<file path="config.mk">
export PLATFORM = sky130hd
export DESIGN_NAME = nibble_rle_bit_packer
export DESIGN_NICKNAME = d
export VERILOG_FILES = /design/src/hw/rtl/nrbp_pkg.sv /design/src/hw/rtl/nibble_rle_bit_packer.sv
export VERILOG_INCLUDE_DIRS = /design/src /design/src/hw/rtl
export SDC_FILE = /design/constraint.sdc
export NUM_CORES = 1
export LEC_CHECK = 0
export BUFFER_PORTS_ARGS = -buffer_cell sky130_fd_sc_hd__buf_4
export CAP_MARGIN = 0
export CORE_MARGIN = 2
export CORE_UTILIZATION = 60
export DETAILED_ROUTE_END_ITERATION = 10
export PLACE_DENSITY = 0.8
export SLEW_MARGIN = 5
export SYNTH_ARGS = -nofsm -noshare
export SYNTH_HDL_FRONTEND = slang
export SYNTH_SLANG_ARGS = --single-unit
</file>
<file path="constraint.sdc">
create_clock -name clk_i -period 16 [get_ports clk_i]
set_input_delay 1.6 -clock clk_i [delete_from_list [all_inputs] [get_ports clk_i]]
set_output_delay 1.6 -clock clk_i [all_outputs]
set_load 0.1 [all_outputs]
</file>
<file path="src/hw/rtl/nibble_rle_bit_packer_macros.svh">
// Assertion macros shared by the nibble run-length packer RTL.
`ifndef NIBBLE_RLE_BIT_PACKER_MACROS_SVH
`define NIBBLE_RLE_BIT_PACKER_MACROS_SVH

// Checked on every rising edge of clk_i, skipped while reset is asserted.
`define NRBP_ASSERT(lbl, prop, msg) \
  lbl: assert property (@(posedge clk_i) disable iff (!rst_ni) prop) else $error(msg);

// Checked on every rising edge of clk_i, reset included.
`define NRBP_ASSERT_ALWAYS(lbl, prop, msg) \
  lbl: assert property (@(posedge clk_i) prop) else $error(msg);

`endif

</file>
<file path="src/hw/rtl/nrbp_pkg.sv">
// Package of constants, types and token helpers for the nibble run-length packer.
package nrbp_pkg;

  localparam int unsigned PIX_W         = 4;
  localparam int unsigned COUNT_BITS    = 5;
  localparam int unsigned MAX_RUN_EXTRA = 31;
  localparam int unsigned CAP_W         = 16;
  localparam int unsigned CAP_RESET     = 19200;
  localparam int unsigned BYTE_W        = 8;
  localparam int unsigned FILL_W        = 3;

  localparam int unsigned LIT_LEN = 1 + PIX_W;
  localparam int unsigned RUN_LEN = 1 + PIX_W + COUNT_BITS;
  localparam int unsigned TOK_W   = RUN_LEN;
  localparam int unsigned LEN_W   = 5;
  localparam int unsigned BITS_W  = 32;

  localparam int unsigned APB_ADDR_W = 3;
  localparam int unsigned APB_DATA_W = 32;
  localparam logic        REG_OUT_CAP = 1'b0;

  localparam int unsigned RES_MAX   = 3;
  localparam int unsigned RES_IDX_W = 2;
  localparam int unsigned QDEPTH    = 4;
  localparam int unsigned QPTR_W    = 2;
  localparam int unsigned QCNT_W    = 3;

  typedef struct packed {
    logic [BYTE_W-1:0] data;
    logic              last;
    logic              ovf;
  } res_t;

  typedef struct packed {
    res_t [RES_MAX-1:0]   res;
    logic [RES_IDX_W-1:0] num;
  } pkt_t;

  // Token bits in send order: bit 0 of the result goes out first.
  function automatic logic [TOK_W-1:0] tok_stream(input logic [PIX_W-1:0]      val,
                                                  input logic [COUNT_BITS-1:0] extra);
    logic [TOK_W-1:0]   word;
    logic [LIT_LEN-1:0] lit;
    logic [TOK_W-1:0]   s;
    word = {1'b1, val, extra};
    lit  = {1'b0, val};
    s    = '0;
    if (extra != '0) begin
      for (int k = 0; k < TOK_W; k++) begin
        s[k] = word[TOK_W-1-k];
      end
    end else begin
      for (int k = 0; k < LIT_LEN; k++) begin
        s[k] = lit[LIT_LEN-1-k];
      end
    end
    return s;
  endfunction

  function automatic logic [LEN_W-1:0] tok_len(input logic [COUNT_BITS-1:0] extra);
    return (extra != '0) ? LEN_W'(RUN_LEN) : LEN_W'(LIT_LEN);
  endfunction

endpackage

</file>
<file path="src/hw/rtl/nibble_rle_bit_packer.sv">
// Top level of the nibble run-length packer: tokenizer, bit packer and result queue.
//
// Usage: pixels enter on the input channel (in_valid_i / in_stall_o with pixel_i and
// frame_end_i), one word per pixel in raster order; frame_end_i marks the last pixel.
// Code bytes leave on the output channel (out_valid_o / out_stall_i) with out_byte_o,
// last_byte_o and overflow_o. The earliest code bit sits in bit 0 of each byte.
// An accepted pixel lands in an input register; once the queue has a free packet entry,
// one pass of logic closes runs, packs tokens and writes up to three result words as
// one packet into a four-entry queue, which feeds the output channel; the packet
// drains one word per cycle while the receiver does not stall.
// The input side takes one pixel per cycle as long as the queue has a free packet
// entry; pixels that yield no byte use no entry. If the receiver stalls, the queue
// fills and in_stall_o rises once it is full and a pixel waits in the input register.
// The capacity register (APB, byte address 0) limits coded bytes per frame; beyond it
// bytes are dropped and the frame closes with a marker word (byte 0, last, overflow).
// Reset empties the queue and input register, clears all run and packing state, and
// sets the capacity to 19200 bytes.
module nibble_rle_bit_packer (
  input  logic                               clk_i,
  input  logic                               rst_ni,
  input  logic                               in_valid_i,
  output logic                               in_stall_o,
  input  logic [nrbp_pkg::PIX_W-1:0]         pixel_i,
  input  logic                               frame_end_i,
  output logic                               out_valid_o,
  input  logic                               out_stall_i,
  output logic [nrbp_pkg::BYTE_W-1:0]        out_byte_o,
  output logic                               last_byte_o,
  output logic                               overflow_o,
  input  logic                               psel,
  input  logic                               penable,
  input  logic                               pwrite,
  input  logic [nrbp_pkg::APB_ADDR_W-1:0]    paddr,
  input  logic [nrbp_pkg::APB_DATA_W-1:0]    pwdata,
  output logic [nrbp_pkg::APB_DATA_W-1:0]    prdata,
  output logic                               pready
);
  import nrbp_pkg::*;

  `include "nibble_rle_bit_packer_macros.svh"

  // Configuration.
  logic [CAP_W-1:0] cap_q;
  logic             cfg_hit;

  // Input register.
  logic             in_vld_q, in_vld_d;
  logic [PIX_W-1:0] pix_q;
  logic             fend_q;
  logic             take, fire;

  // Run and packing state.
  logic [PIX_W-1:0]      val_q, val_d;
  logic [COUNT_BITS-1:0] ext_q, ext_d;
  logic                  have_q, have_d;
  logic [BYTE_W-1:0]     acc_q, acc_d;
  logic [FILL_W-1:0]     fill_q, fill_d;
  logic [CAP_W-1:0]      sent_q, sent_d;
  logic                  full_q, full_d;

  // Pass logic.
  logic                  close_a;
  logic [PIX_W-1:0]      nval;
  logic [COUNT_BITS-1:0] next;
  logic [TOK_W-1:0]      bits_a, bits_b;
  logic [LEN_W-1:0]      len_a, len_b, shift_b, total;
  logic [BITS_W-1:0]     stream;
  logic [RES_IDX_W-1:0]  full_bytes, n_coded, n_emit;
  logic [CAP_W-1:0]      room;
  logic                  full_any, marker;
  pkt_t                  pkt;

  // Result queue.
  pkt_t              q_mem [QDEPTH];
  logic [QPTR_W-1:0] wr_q, rd_q;
  logic [QCNT_W-1:0] cnt_q;
  logic [RES_IDX_W-1:0] sub_q;
  pkt_t              head;
  res_t              cur;
  logic              push, pop, pop_last;

  // APB register access; the register index is carried by paddr[2].
  assign pready  = 1'b1;
  assign cfg_hit = (paddr[2] == REG_OUT_CAP);
  assign prdata  = cfg_hit ? {{(APB_DATA_W-CAP_W){1'b0}}, cap_q} : '0;

  always_ff @(posedge clk_i or negedge rst_ni) begin
    if (!rst_ni) begin
      cap_q <= CAP_W'(CAP_RESET);
    end else if (psel && penable && pwrite && pready && cfg_hit) begin
      cap_q <= pwdata[CAP_W-1:0];
    end
  end

  // The pass fires whenever a pixel waits and the queue has a free packet slot.
  assign fire       = in_vld_q && (cnt_q != QCNT_W'(QDEPTH));
  assign in_stall_o = in_vld_q && !fire;
  assign take       = in_valid_i && !in_stall_o;

  always_comb begin
    in_vld_d = in_vld_q;
    if (take) begin
      in_vld_d = 1'b1;
    end else if (fire) begin
      in_vld_d = 1'b0;
    end
  end

  always_ff @(posedge clk_i or negedge rst_ni) begin
    if (!rst_ni) begin
      in_vld_q <= 1'b0;
    end else begin
      in_vld_q <= in_vld_d;
    end
  end

  always_ff @(posedge clk_i) begin
    if (take) begin
      pix_q  <= pixel_i;
      fend_q <= frame_end_i;
    end
  end

  // Run tracking: a pixel either starts, extends or closes the held run. At frame end
  // the run that is then held is closed as a second token.
  always_comb begin
    close_a = 1'b0;
    nval    = pix_q;
    next    = '0;
    if (have_q && (pix_q == val_q) && (ext_q < COUNT_BITS'(MAX_RUN_EXTRA))) begin
      nval = val_q;
      next = ext_q + 1'b1;
    end else if (have_q) begin
      close_a = 1'b1;
    end
    bits_a  = close_a ? tok_stream(val_q, ext_q) : '0;
    len_a   = close_a ? tok_len(ext_q) : '0;
    bits_b  = fend_q ? tok_stream(nval, next) : '0;
    len_b   = fend_q ? tok_len(next) : '0;
    shift_b = LEN_W'(fill_q) + len_a;
    total   = shift_b + len_b;
    // Bits above the fill level of the accumulator are always zero.
    stream  = BITS_W'(acc_q)
            | (BITS_W'(bits_a) << fill_q)
            | (BITS_W'(bits_b) << shift_b);
  end

  // Byte counting and capacity. At most three bytes come out of one pass: a closed
  // token of ten bits and a frame-end literal, or a single frame-end token, on top
  // of at most seven held bits, with the partial byte padded at frame end.
  always_comb begin
    full_bytes = total[LEN_W-1:FILL_W];
    n_coded    = full_bytes + RES_IDX_W'(fend_q && (total[FILL_W-1:0] != '0));
    room       = (sent_q < cap_q) ? (cap_q - sent_q) : '0;
    n_emit     = (room >= CAP_W'(n_coded)) ? n_coded : room[RES_IDX_W-1:0];
    full_any   = full_q || (n_emit != n_coded);
    marker     = fend_q && full_any;

    for (int i = 0; i < RES_MAX; i++) begin
      pkt.res[i].data = stream[i*BYTE_W +: BYTE_W];
      pkt.res[i].last = 1'b0;
      pkt.res[i].ovf  = 1'b0;
      if (marker && (RES_IDX_W'(i) == n_emit)) begin
        pkt.res[i].data = '0;
        pkt.res[i].last = 1'b1;
        pkt.res[i].ovf  = 1'b1;
      end else if (fend_q && !marker && (RES_IDX_W'(i + 1) == n_emit)) begin
        pkt.res[i].last = 1'b1;
      end
    end
    pkt.num = n_emit + RES_IDX_W'(marker);
  end

  // Next state of the coder.
  always_comb begin
    val_d  = nval;
    ext_d  = next;
    have_d = 1'b1;
    fill_d = total[FILL_W-1:0];
    sent_d = sent_q + CAP_W'(n_emit);
    full_d = full_any;
    case (full_bytes)
      2'd0:    acc_d = stream[0*BYTE_W +: BYTE_W];
      2'd1:    acc_d = stream[1*BYTE_W +: BYTE_W];
      2'd2:    acc_d = stream[2*BYTE_W +: BYTE_W];
      default: acc_d = stream[3*BYTE_W +: BYTE_W];
    endcase
    if (fend_q) begin
      val_d  = '0;
      ext_d  = '0;
      have_d = 1'b0;
      acc_d  = '0;
      fill_d = '0;
      sent_d = '0;
      full_d = 1'b0;
    end
  end

  always_ff @(posedge clk_i or negedge rst_ni) begin
    if (!rst_ni) begin
      val_q  <= '0;
      ext_q  <= '0;
      have_q <= 1'b0;
      acc_q  <= '0;
      fill_q <= '0;
      sent_q <= '0;
      full_q <= 1'b0;
    end else if (fire) begin
      val_q  <= val_d;
      ext_q  <= ext_d;
      have_q <= have_d;
      acc_q  <= acc_d;
      fill_q <= fill_d;
      sent_q <= sent_d;
      full_q <= full_d;
    end
  end

  // Result queue: at most one packet per pass, drained one word per cycle while out_stall_i is low.
  assign push     = fire && (pkt.num != '0);
  assign head     = q_mem[rd_q];
  assign out_valid_o = (cnt_q != '0);
  assign pop      = out_valid_o && !out_stall_i;
  assign pop_last = pop && (sub_q == (head.num - 1'b1));

  always_comb begin
    case (sub_q)
      2'd0:    cur = head.res[0];
      2'd1:    cur = head.res[1];
      2'd2:    cur = head.res[2];
      default: cur = head.res[0];
    endcase
  end

  assign out_byte_o  = cur.data;
  assign last_byte_o = cur.last;
  assign overflow_o  = cur.ovf;

  always_ff @(posedge clk_i) begin
    if (push) begin
      q_mem[wr_q] <= pkt;
    end
  end

  always_ff @(posedge clk_i or negedge rst_ni) begin
    if (!rst_ni) begin
      wr_q  <= '0;
      rd_q  <= '0;
      cnt_q <= '0;
      sub_q <= '0;
    end else begin
      if (push) begin
        wr_q <= wr_q + 1'b1;
      end
      if (pop_last) begin
        rd_q  <= rd_q + 1'b1;
        sub_q <= '0;
      end else if (pop) begin
        sub_q <= sub_q + 1'b1;
      end
      cnt_q <= cnt_q + QCNT_W'(push) - QCNT_W'(pop_last);
    end
  end

  `NRBP_ASSERT(a_cnt_bound, cnt_q <= QCNT_W'(QDEPTH), "result queue overfilled")
  `NRBP_ASSERT(a_sub_in_pkt, out_valid_o |-> (sub_q < head.num),
               "word index beyond packet")
  `NRBP_ASSERT(a_stall_full, in_stall_o |-> (cnt_q == QCNT_W'(QDEPTH)),
               "stall with free queue slot")
  `NRBP_ASSERT(a_frame_clear,
               (fire && fend_q) |=> (!have_q && fill_q == '0 && sent_q == '0),
               "coder state not cleared after frame end")
  `NRBP_ASSERT(a_marker_shape,
               (out_valid_o && overflow_o) |-> (last_byte_o && out_byte_o == '0),
               "malformed truncation marker")

endmodule

</file>
Word level (Yosys, flattened, before mapping):

Memories as Yosys holds them, arrays and structs flattened.
Index checks and enable logic that the tools add are counted.

* register bits: 69
* bits in latches: 0
* bits in writable memories: 128
* memory bits (read-only): 0
* output and inout port bits: 45
* word-level logic and storage cells: 126
* memories kept: 1

Memories
* q_mem: words 4, bits a word 32, rd ports 1, clocked after Yosys merged registers in 0, wr ports 1, RTL line nibble_rle_bit_packer.sv:74 `pkt_t q_mem [QDEPTH];`

* add/subtract/negate cells: 13
* multiply operators: 0
* divide/modulo/power cells: 0
* magnitude comparators: 3
* equality and inequality tests: 11
* shift operators: 2
* mux-type cells: 44
* bitwise operators: 3
* reduce and logical (&&, ||, !) cells: 34

Operator list (count)
* $mux W16: 3
* $mux W8: 4
* $or A32 B32 Y32: 1
* $or A8 B32 Y32: 1
* $shl A10 B3 Y32: 1
* $shl A10 B5 Y32: 1
* $mux W4: 6
* $pmux W8 S3: 1
* $logic_and A1 B1 Y1: 20
* $mux W10: 2
* $mux W5: 4
* $pmux W10 S2: 1
* $mux W1: 19
* $add A16 B2 Y16: 1
* $ge A16 B2 Y1: 1
* $lt A16 B16 Y1: 1
* $sub A16 B16 Y16: 1
* $reduce_bool A5 Y1: 2
* $add A2 B1 Y2 const B: 3
* $mux W2: 3
* $reduce_bool A2 Y1: 3
* $reduce_bool A3 Y1: 2
* $add A3 B4 Y5: 1
* $add A5 B1 Y5 const B: 1
* other kinds (19): 27

Longest topological paths before layout:

Gate-level depths: netlist (run 1).

* depth after elaboration: 21
* mapped depth: 35

Worst setup path before layout (run 1):

No wires, ideal clock.

* path kind: reg-to-reg
* start: register ext_q[0]
* end: register sent_q[14]
* library setup time: 129 ps
* data arrival time: 6980 ps
* slack: 8891 ps
* stages on the path, launching flop included: 34
* period minus slack after synthesis: 7109 ps
* cells stage by stage: dfrtp_1 -> clkbuf_1 -> inv_1 -> ha_1 -> nor4b_2 -> nor2_1 -> xnor2_1 -> ha_1 -> inv_1 -> o2111ai_1 -> o21ai_1 -> xnor2_2 -> inv_2 -> buf_2 -> ha_1 -> a21oi_1 -> xor2_1 -> inv_1 -> ha_1 -> xnor3_1 -> ha_1 -> a21o_1 -> or3_1 -> o211ai_2 -> ha_1 -> inv_1 -> fa_1 -> nor4_1 -> and3_1 -> and3_1 -> and3_1 -> a31oi_1 -> o21ai_0 -> o21ai_0

* word-level cells in the longest chain between the ends: 14
* elaborated cells on any way between the ends: 20
* those cells by class: add/sub: 5; order compare: 2; mux: 8; reduce/logical: 5

RTL lines
* start: declaration: RTL line nibble_rle_bit_packer.sv:54 `logic [COUNT_BITS-1:0] ext_q, ext_d;`
* start signal: assignment: RTL line nibble_rle_bit_packer.sv:210 `ext_q <= ext_d;`
* branches (longest 6 deep; another with $lt A5 B5 Y1)
* $add A5 B4 Y5 *: RTL line nibble_rle_bit_packer.sv:141 `total = shift_b + len_b;`
* $reduce_bool A3 Y1: RTL line nibble_rle_bit_packer.sv:153 `n_coded = full_bytes + RES_IDX_W'(fend_q && (total[FILL_W-1:0] != '0));`
* $logic_and A1 B1 Y1: RTL line nibble_rle_bit_packer.sv:153
* $add A2 B1 Y2 *: RTL line nibble_rle_bit_packer.sv:153
* $ge A16 B2 Y1: RTL line nibble_rle_bit_packer.sv:155 `n_emit = (room >= CAP_W'(n_coded)) ? n_coded : room[RES_IDX_W-1:0];`
* $mux W2 *: RTL line nibble_rle_bit_packer.sv:155
* $add A16 B2 Y16 *: RTL line nibble_rle_bit_packer.sv:180 `sent_d = sent_q + CAP_W'(n_emit);`
* $mux W16 *: RTL line nibble_rle_bit_packer.sv:188 `if (fend_q) begin`
* end signal: assignment: RTL line nibble_rle_bit_packer.sv:214 `sent_q <= sent_d;`
* end: declaration: RTL line nibble_rle_bit_packer.sv:58 `logic [CAP_W-1:0] sent_q, sent_d;`

Every way passes the cells marked *.
A chain may end at the register's enable or synchronous reset.

Worst setup path in the final report (run 1):

* start: register ext_q[2]
* end: register sent_q[14]

The elaborated chain is that of the path after synthesis.

==> run_results.csv, run 1 <==
group,metric,value,unit
status,outcome,"completed",
clock_network,clockRootBuffer,"clkbuf_16",
setup_path,slowest_delay,820,ps
setup_path,r2r_setup_slack,6300,ps
global_routing,grt_max_degree,65,
floorplanning,ios,92,
placed_design,port_buffers,56,
logic_synthesis,syn_area,11300,sq um
routing,vias_per_cell,6.31,
clock_network,ctsResizeCount,0,
floorplanning,rows,50,
logic_synthesis,synth_cell_types,85,
timing,drv_slew,0,
layout,n_antenna_cell,0,
setup_path,worst_r2r_path_depth,31,
routing,post_drt_wl_per_cell,19.5,microns
setup_path,cp-end-kind,"register",
logic_synthesis,ys_seq_area_share,49.7,%
clock_network,cts_inserted_buffers,17,
timing,final.min_clock_period,9700,ps
setup_path,crit_top_cell,"ha_1",
setup_path,reg2reg_to,"sent_q[14]",
logic_synthesis,synth-edff-count,133,
timing,finalSetupViolations,0,
timing,clock_skew,16.5,ps
routing,highest_layer,"met4",
routing,routed_wl,25.2,mm
timing,relSlewSlack,26.1,%
clock_network,cts_buffer_depth,2,
global_routing,track_usage,26.2,%
clock_network,clk_pin_slew,80,ps
timing,setup_tns,0,ps
logic_synthesis,ys_seq_elements,197,
placed_design,gp_congestion,1.01,
logic_synthesis,netlist_instances,1007,
setup_path,critPathKind,"reg -> reg",
flow_run,maxCapViolCount,0,
global_routing,grt_pass1_vias,7751,
timing,fmax,103,MHz
logic_synthesis,avgSynthCellArea,11.2,sq um
logic_synthesis,synthArstFlopShare,32.5,%
timing,rsz0062_at_grt,"no",
worst_hold_path,min_to,"acc_q[1]",
timing,report.final.hold_viol_count,0,
routing,postRouteAntennaNets,0,
routing,drtPass1Iterations,7,
setup_path,startpoint_type,"register",
setup_path,path_max_fanout,15,
global_routing,grt-ovfl-total,0,
worst_hold_path,hold_path_class,"reg -> reg",
floorplanning,die_w,141,microns
worst_hold_path,holdPathStages,2,
timing,tightest_slew,1100,ps
routing,initialDrtViolationCount,810,
layout,area.sequential,5600,sq um
timing,layout_worst_path_cycle_share,60.6,%
layout,num-fill-cells,1385,
routing,wl_met3,1.32,mm
setup_path,required,16320,ps
layout,areaGrowthSynthToFinish,10.0,%
clock_network,hold_buffers,0,
global_routing,grt_pass1_wl,40.9,mm
layout,fin_nets,1128,
routing,wl_met2,12.3,mm
layout,final_layout_size_suffix_gt1_share,17.1,%
setup_path,crit_slowest_cell,"xor2_1",
floorplanning,core_area,18600,sq um
clock_network,insertion_delay,440,ps
logic_synthesis,synth_ff_type,"edfxtp_1",
floorplanning,start_util,60.7,%
logic_synthesis,synth_warnings,0,
worst_hold_path,hold_start,"acc_q[1]",
placed_design,hpwl,17.1,mm
floorplanning,die-area,19900,sq um
floorplanning,die_y,141,microns
clock_network,cts_sinks,197,
setup_path,arrival,10020,ps
routing,drc,0,
clock_network,cts_setup_buffers,0,
layout,multi_input_area,5220,sq um
setup_path,r2r-start,"ext_q[2]",
routing,wirelength_met1,11.0,mm
global_routing,antenna_found_initial,0,
clock_network,cts_tree,"done",
clock_network,htree_levels,4,
routing,vias,8127,
==> worst max-delay path, delay by kind of cell (launching register included) <==
kind                     cells  cell delay [ps]
AO/OA/AOI/OAI               10             2100
XOR/XNOR                     4             2060
adder cells (fa/ha/maj)      6             1870
buffers and inverters        4              750
flip-flops                   1              600
AND/OR/NAND/NOR              7             2180
==> cell usage in the layout, fill, tap and decap left out, types with 11 or more instances in the layout <==
master / netlist / layout
a21oi_1: 38 / 38
a22oi_1: 14 / 14
a31oi_1: 12 / 12
and3_1: 16 / 16
buf_4: 17 / 67
clkbuf_16: 0 / 17
conb_1: 2 / 17
dfrtp_1: 60 / 59
edfxtp_1: 133 / 133
ha_1: 37 / 37
inv_1: 43 / 43
mux2_2: 23 / 23
mux2i_1: 18 / 18
mux4_2: 35 / 35
nand2_1: 112 / 112
nand3_1: 20 / 20
nor2_1: 65 / 65
nor2b_1: 23 / 23
nor3_1: 21 / 21
nor4_1: 11 / 11
o21ai_0: 70 / 70
xnor2_1: 16 / 16
==> logic make-up after synthesis <==
| group | synth area share (%) |
|---|---|
| AOI/OAI and AO/OA | 13.9 |
| buffers and inverters | 4.51 |
| other | 0.0666 |
| and+or+nand+nor | 13.7 |
| DFF | 49.7 |
| muxes | 10.9 |
| xor gates and xnor gates | 2.42 |
| adders and majority gates | 4.82 |
==> area by class of cell <==
class | count | area share, %
Multi-Input combinational cell | 709 | 42.1
Clock inverter | 15 | 1.44
Clock buffer | 17 | 3.43
Tap cell | 234 | 2.36
Timing Repair Buffer | 67 | 4.06
Inverter | 48 | 1.45
Sequential cell | 197 | 45.2
==> synth_stat cells (18+ instances only) <==
| cell | number | area [sq um] |
|---|---|---|
| o21ai_0 | 70 | 350 |
| nand3_1 | 20 | 100 |
| nor2b_1 | 23 | 144 |
| nor2_1 | 65 | 244 |
| inv_1 | 43 | 161 |
| ha_1 | 37 | 463 |
| mux2i_1 | 18 | 180 |
| nand2_1 | 112 | 420 |
| mux2_2 | 23 | 259 |
| nor3_1 | 21 | 105 |
| mux4_2 | 35 | 788 |
| edfxtp_1 | 133 | 3990 |
| clkbuf_1 | 38 | 143 |
| a21oi_1 | 38 | 190 |
| dfrtp_1 | 60 | 1500 |
==> registers in the layout, summed over array words and instances (netlist names), 4 cells and up <==
register	flops
cap_q	16
acc_q	8
val_q	4
q_mem	128
pix_q	4
ext_q	5
sent_q	16
==> how the worst max path moves through the flow <==
stage,depth (start not counted),endpoint,from,slack [ps]
finish,31,sent_q[14],ext_q[2],6300
CTS,31,sent_q[14],ext_q[2],6390
global route,31,sent_q[14],ext_q[2],5600
floorplan,33,sent_q[14],ext_q[0],8890
detailed placement,31,sent_q[14],ext_q[2],6460
global placement,31,sent_q[14],ext_q[2],6690
==> metrics by stage <==
stage	utilization, %	setup WS (ps)	cells	hold slack, ps	instance area, sq um
3_5_place_dp	63.5	6460	1255	480	11800
5_1_grt	66.7	5600	1287	520	12400
3_3_place_gp	63.5	6690	1255	473	11800
4_1_cts	66.7	6390	1287	498	12400
6_report	66.7	6300	1287	497	12400
2_1_floorplan	-	8890	1022	450	11300
==> layer usage <==
metal  track usage (%)  vias up
met4              7.37        0
met5                 0        -
met1              36.7     3982
met2              42.7      289
li1                  -     3811
met3              4.31       45
Power of run 1 is not shown: default switching activity piles up to over one toggle a cycle in this logic, so the estimate is an artifact.
==> run 2, diff against run 1 <==
Clock period 16 ns to 9.73 ns, I/O delays scaled along.
==> run 2 against run 1 <==
  * Maximum frequency increased by 8.8%
  * Register-to-register slack got worse by 5500 ps
  * Sequential share of layout area decreased by 0.17 points
  * Die area unchanged
  * Clock skew decreased by 6.2 ps
  * Flip-flop and latch count unchanged
  * Critical path depth increased by 1
  * Final cell count increased by 0.23%
  * First-iteration DRC count decreased by 20%
  * Utilization increased by 0.25 points
  * Routed wire length increased by 1.4%
==> run_results.csv, run 2 (same netlist as run 1, synthesis figures left out) <==
group,metric,value,unit
clock_network,clk_pin_slew,80,ps
layout,mostFrequentLayoutCell,"edfxtp_1",
clock_network,insertion_delay,440,ps
layout,top_register,"q_mem",
setup_path,r2r_setup_slack,820,ps
worst_hold_path,hold_path_class,"reg -> reg",
routing,initialDrtViolationCount,645,
timing,setup_ws,815,ps
global_routing,antenna_found_initial,0,
clock_network,clockRootBuffer,"clkbuf_16",
layout,layout.cells.non_filler,1290,
setup_path,crit_slowest_cell,"dfrtp_1",
timing,layout_worst_path_cycle_share,91.6,%
timing,relSlewSlack,22.8,%
layout,layout_common_cells,"edfxtp_1, nand2_1, o21ai_0, buf_4, nor2_1",
global_routing,grt_max_degree,65,
floorplanning,ios,92,
clock_network,cts_sinks,197,
clock_network,cts_inserted_buffers,17,
routing,postRouteAntennaNets,0,
setup_path,cp-startpoint,"ext_q[2]",
routing,drtPass1Iterations,6,
placed_design,port_buffers,56,
layout,final_layout_size_suffix_gt1_share,17.3,%
timing,finalSetupViolations,0,
setup_path,path_max_fanout,15,
floorplanning,die_w,141,microns
layout,areaGrowthSynthToFinish,10.4,%
worst_hold_path,hold_start,"acc_q[1]",
global_routing,grt-ovfl-total,0,
global_routing,grt_pass1_vias,7974,
floorplanning,rows,50,
layout,fin_nets,1131,
flow_run,maxCapViolCount,0,
global_routing,track_usage,26.6,%
placed_design,gp_congestion,0.957,
timing,holdWs,500,ps
setup_path,critPathKind,"reg -> reg",
setup_path,cp-end-kind,"register",
routing,vias_per_cell,6.30,
timing,clock_skew,10.3,ps
placed_design,post-place-ws,990,ps
setup_path,arrival,9240,ps
layout,n_antenna_cell,0,
timing,drv_slew,0,
timing,setup_tns,0,ps
timing,final.min_clock_period,8910,ps
routing,post_drt_wl_per_cell,19.8,microns
timing,rsz0062_at_grt,"no",
setup_path,required,10050,ps
clock_network,ctsResizeCount,0,
placed_design,dp.cells,1258,
setup_path,r2r-start,"ext_q[2]",
clock_network,cts_tree,"done",
floorplanning,core_area,18600,sq um
routing,drc,0,
clock_network,cts_buffer_depth,2,
timing,tightest_slew,1150,ps
floorplanning,start_util,60.7,%
status,outcome,"completed",
routing,vias,8125,
floorplanning,die_y,141,microns
placed_design,hpwl,17.4,mm
layout,top_regs,"q_mem (128), cap_q (16), sent_q (16)",
routing,routed_wl,25.5,mm
timing,report.final.hold_viol_count,0,
global_routing,grt_pass1_wl,41.7,mm
floorplanning,die-area,19900,sq um
layout,largest_reg_flops,128,
clock_network,hold_buffers,0,
setup_path,crit_top_cell,"ha_1",
setup_path,slowest_delay,590,ps
setup_path,startpoint_type,"register",
timing,fmax,112,MHz
clock_network,cts_setup_buffers,0,
clock_network,htree_levels,4,
run 2: cell count changes in the layout (fill, tap and decap cells not counted), sizes merged:
cell / change
buf: +3
bufinv: +2
inv: -2
run 2: through the flow:
step / cell area, sq um / utilization, %
2_1_floorplan: 11300 / -
3_3_place_gp: 11800 / 63.6
3_5_place_dp: 11800 / 63.6
4_1_cts: 12400 / 67.0
5_1_grt: 12400 / 67.0
6_report: 12400 / 67.0
run 2: routing by layer:
layer | wire, microns | share of wire, % | track usage, %
met3 | 1250 | 4.9 | 3.63
met1 | 11100 | 43 | 36.2
met4 | 351 | 1.4 | 7.11
met2 | 12800 | 50 | 45.3
met5 | 0 | 0 | 0
run 2: layout make-up:
cell class | instances | area [sq um]
Tap cell | 234 | 293
Clock buffer | 17 | 425
Timing Repair Buffer | 70 | 526
Inverter | 48 | 180
Clock inverter | 15 | 203
Sequential cell | 197 | 5600
Fill cell | 1347 | 6130
Multi-Input combinational cell | 709 | 5220
run 2: path summary, 6_finish.rpt:
check                             end  cells past startpoint
hold / removal               acc_q[1]                      2
setup / recovery           sent_q[14]                     32
min in group asynchronous    cap_q[7]                      1
setup reg to reg           sent_q[14]                     32
max in group asynchronous     rd_q[0]                      1
hold reg to reg              acc_q[1]                      2
run 2: worst max-delay path: cells and delay by family (launching register included):
kind | cells | cell delay [ps]
xor+xnor | 4 | 1340
simple gates | 7 | 2150
flops | 1 | 590
buf+inv | 5 | 760
compound gates | 10 | 2130
fa+ha+maj | 6 | 1810
Power of run 2 is left out for the same reason.
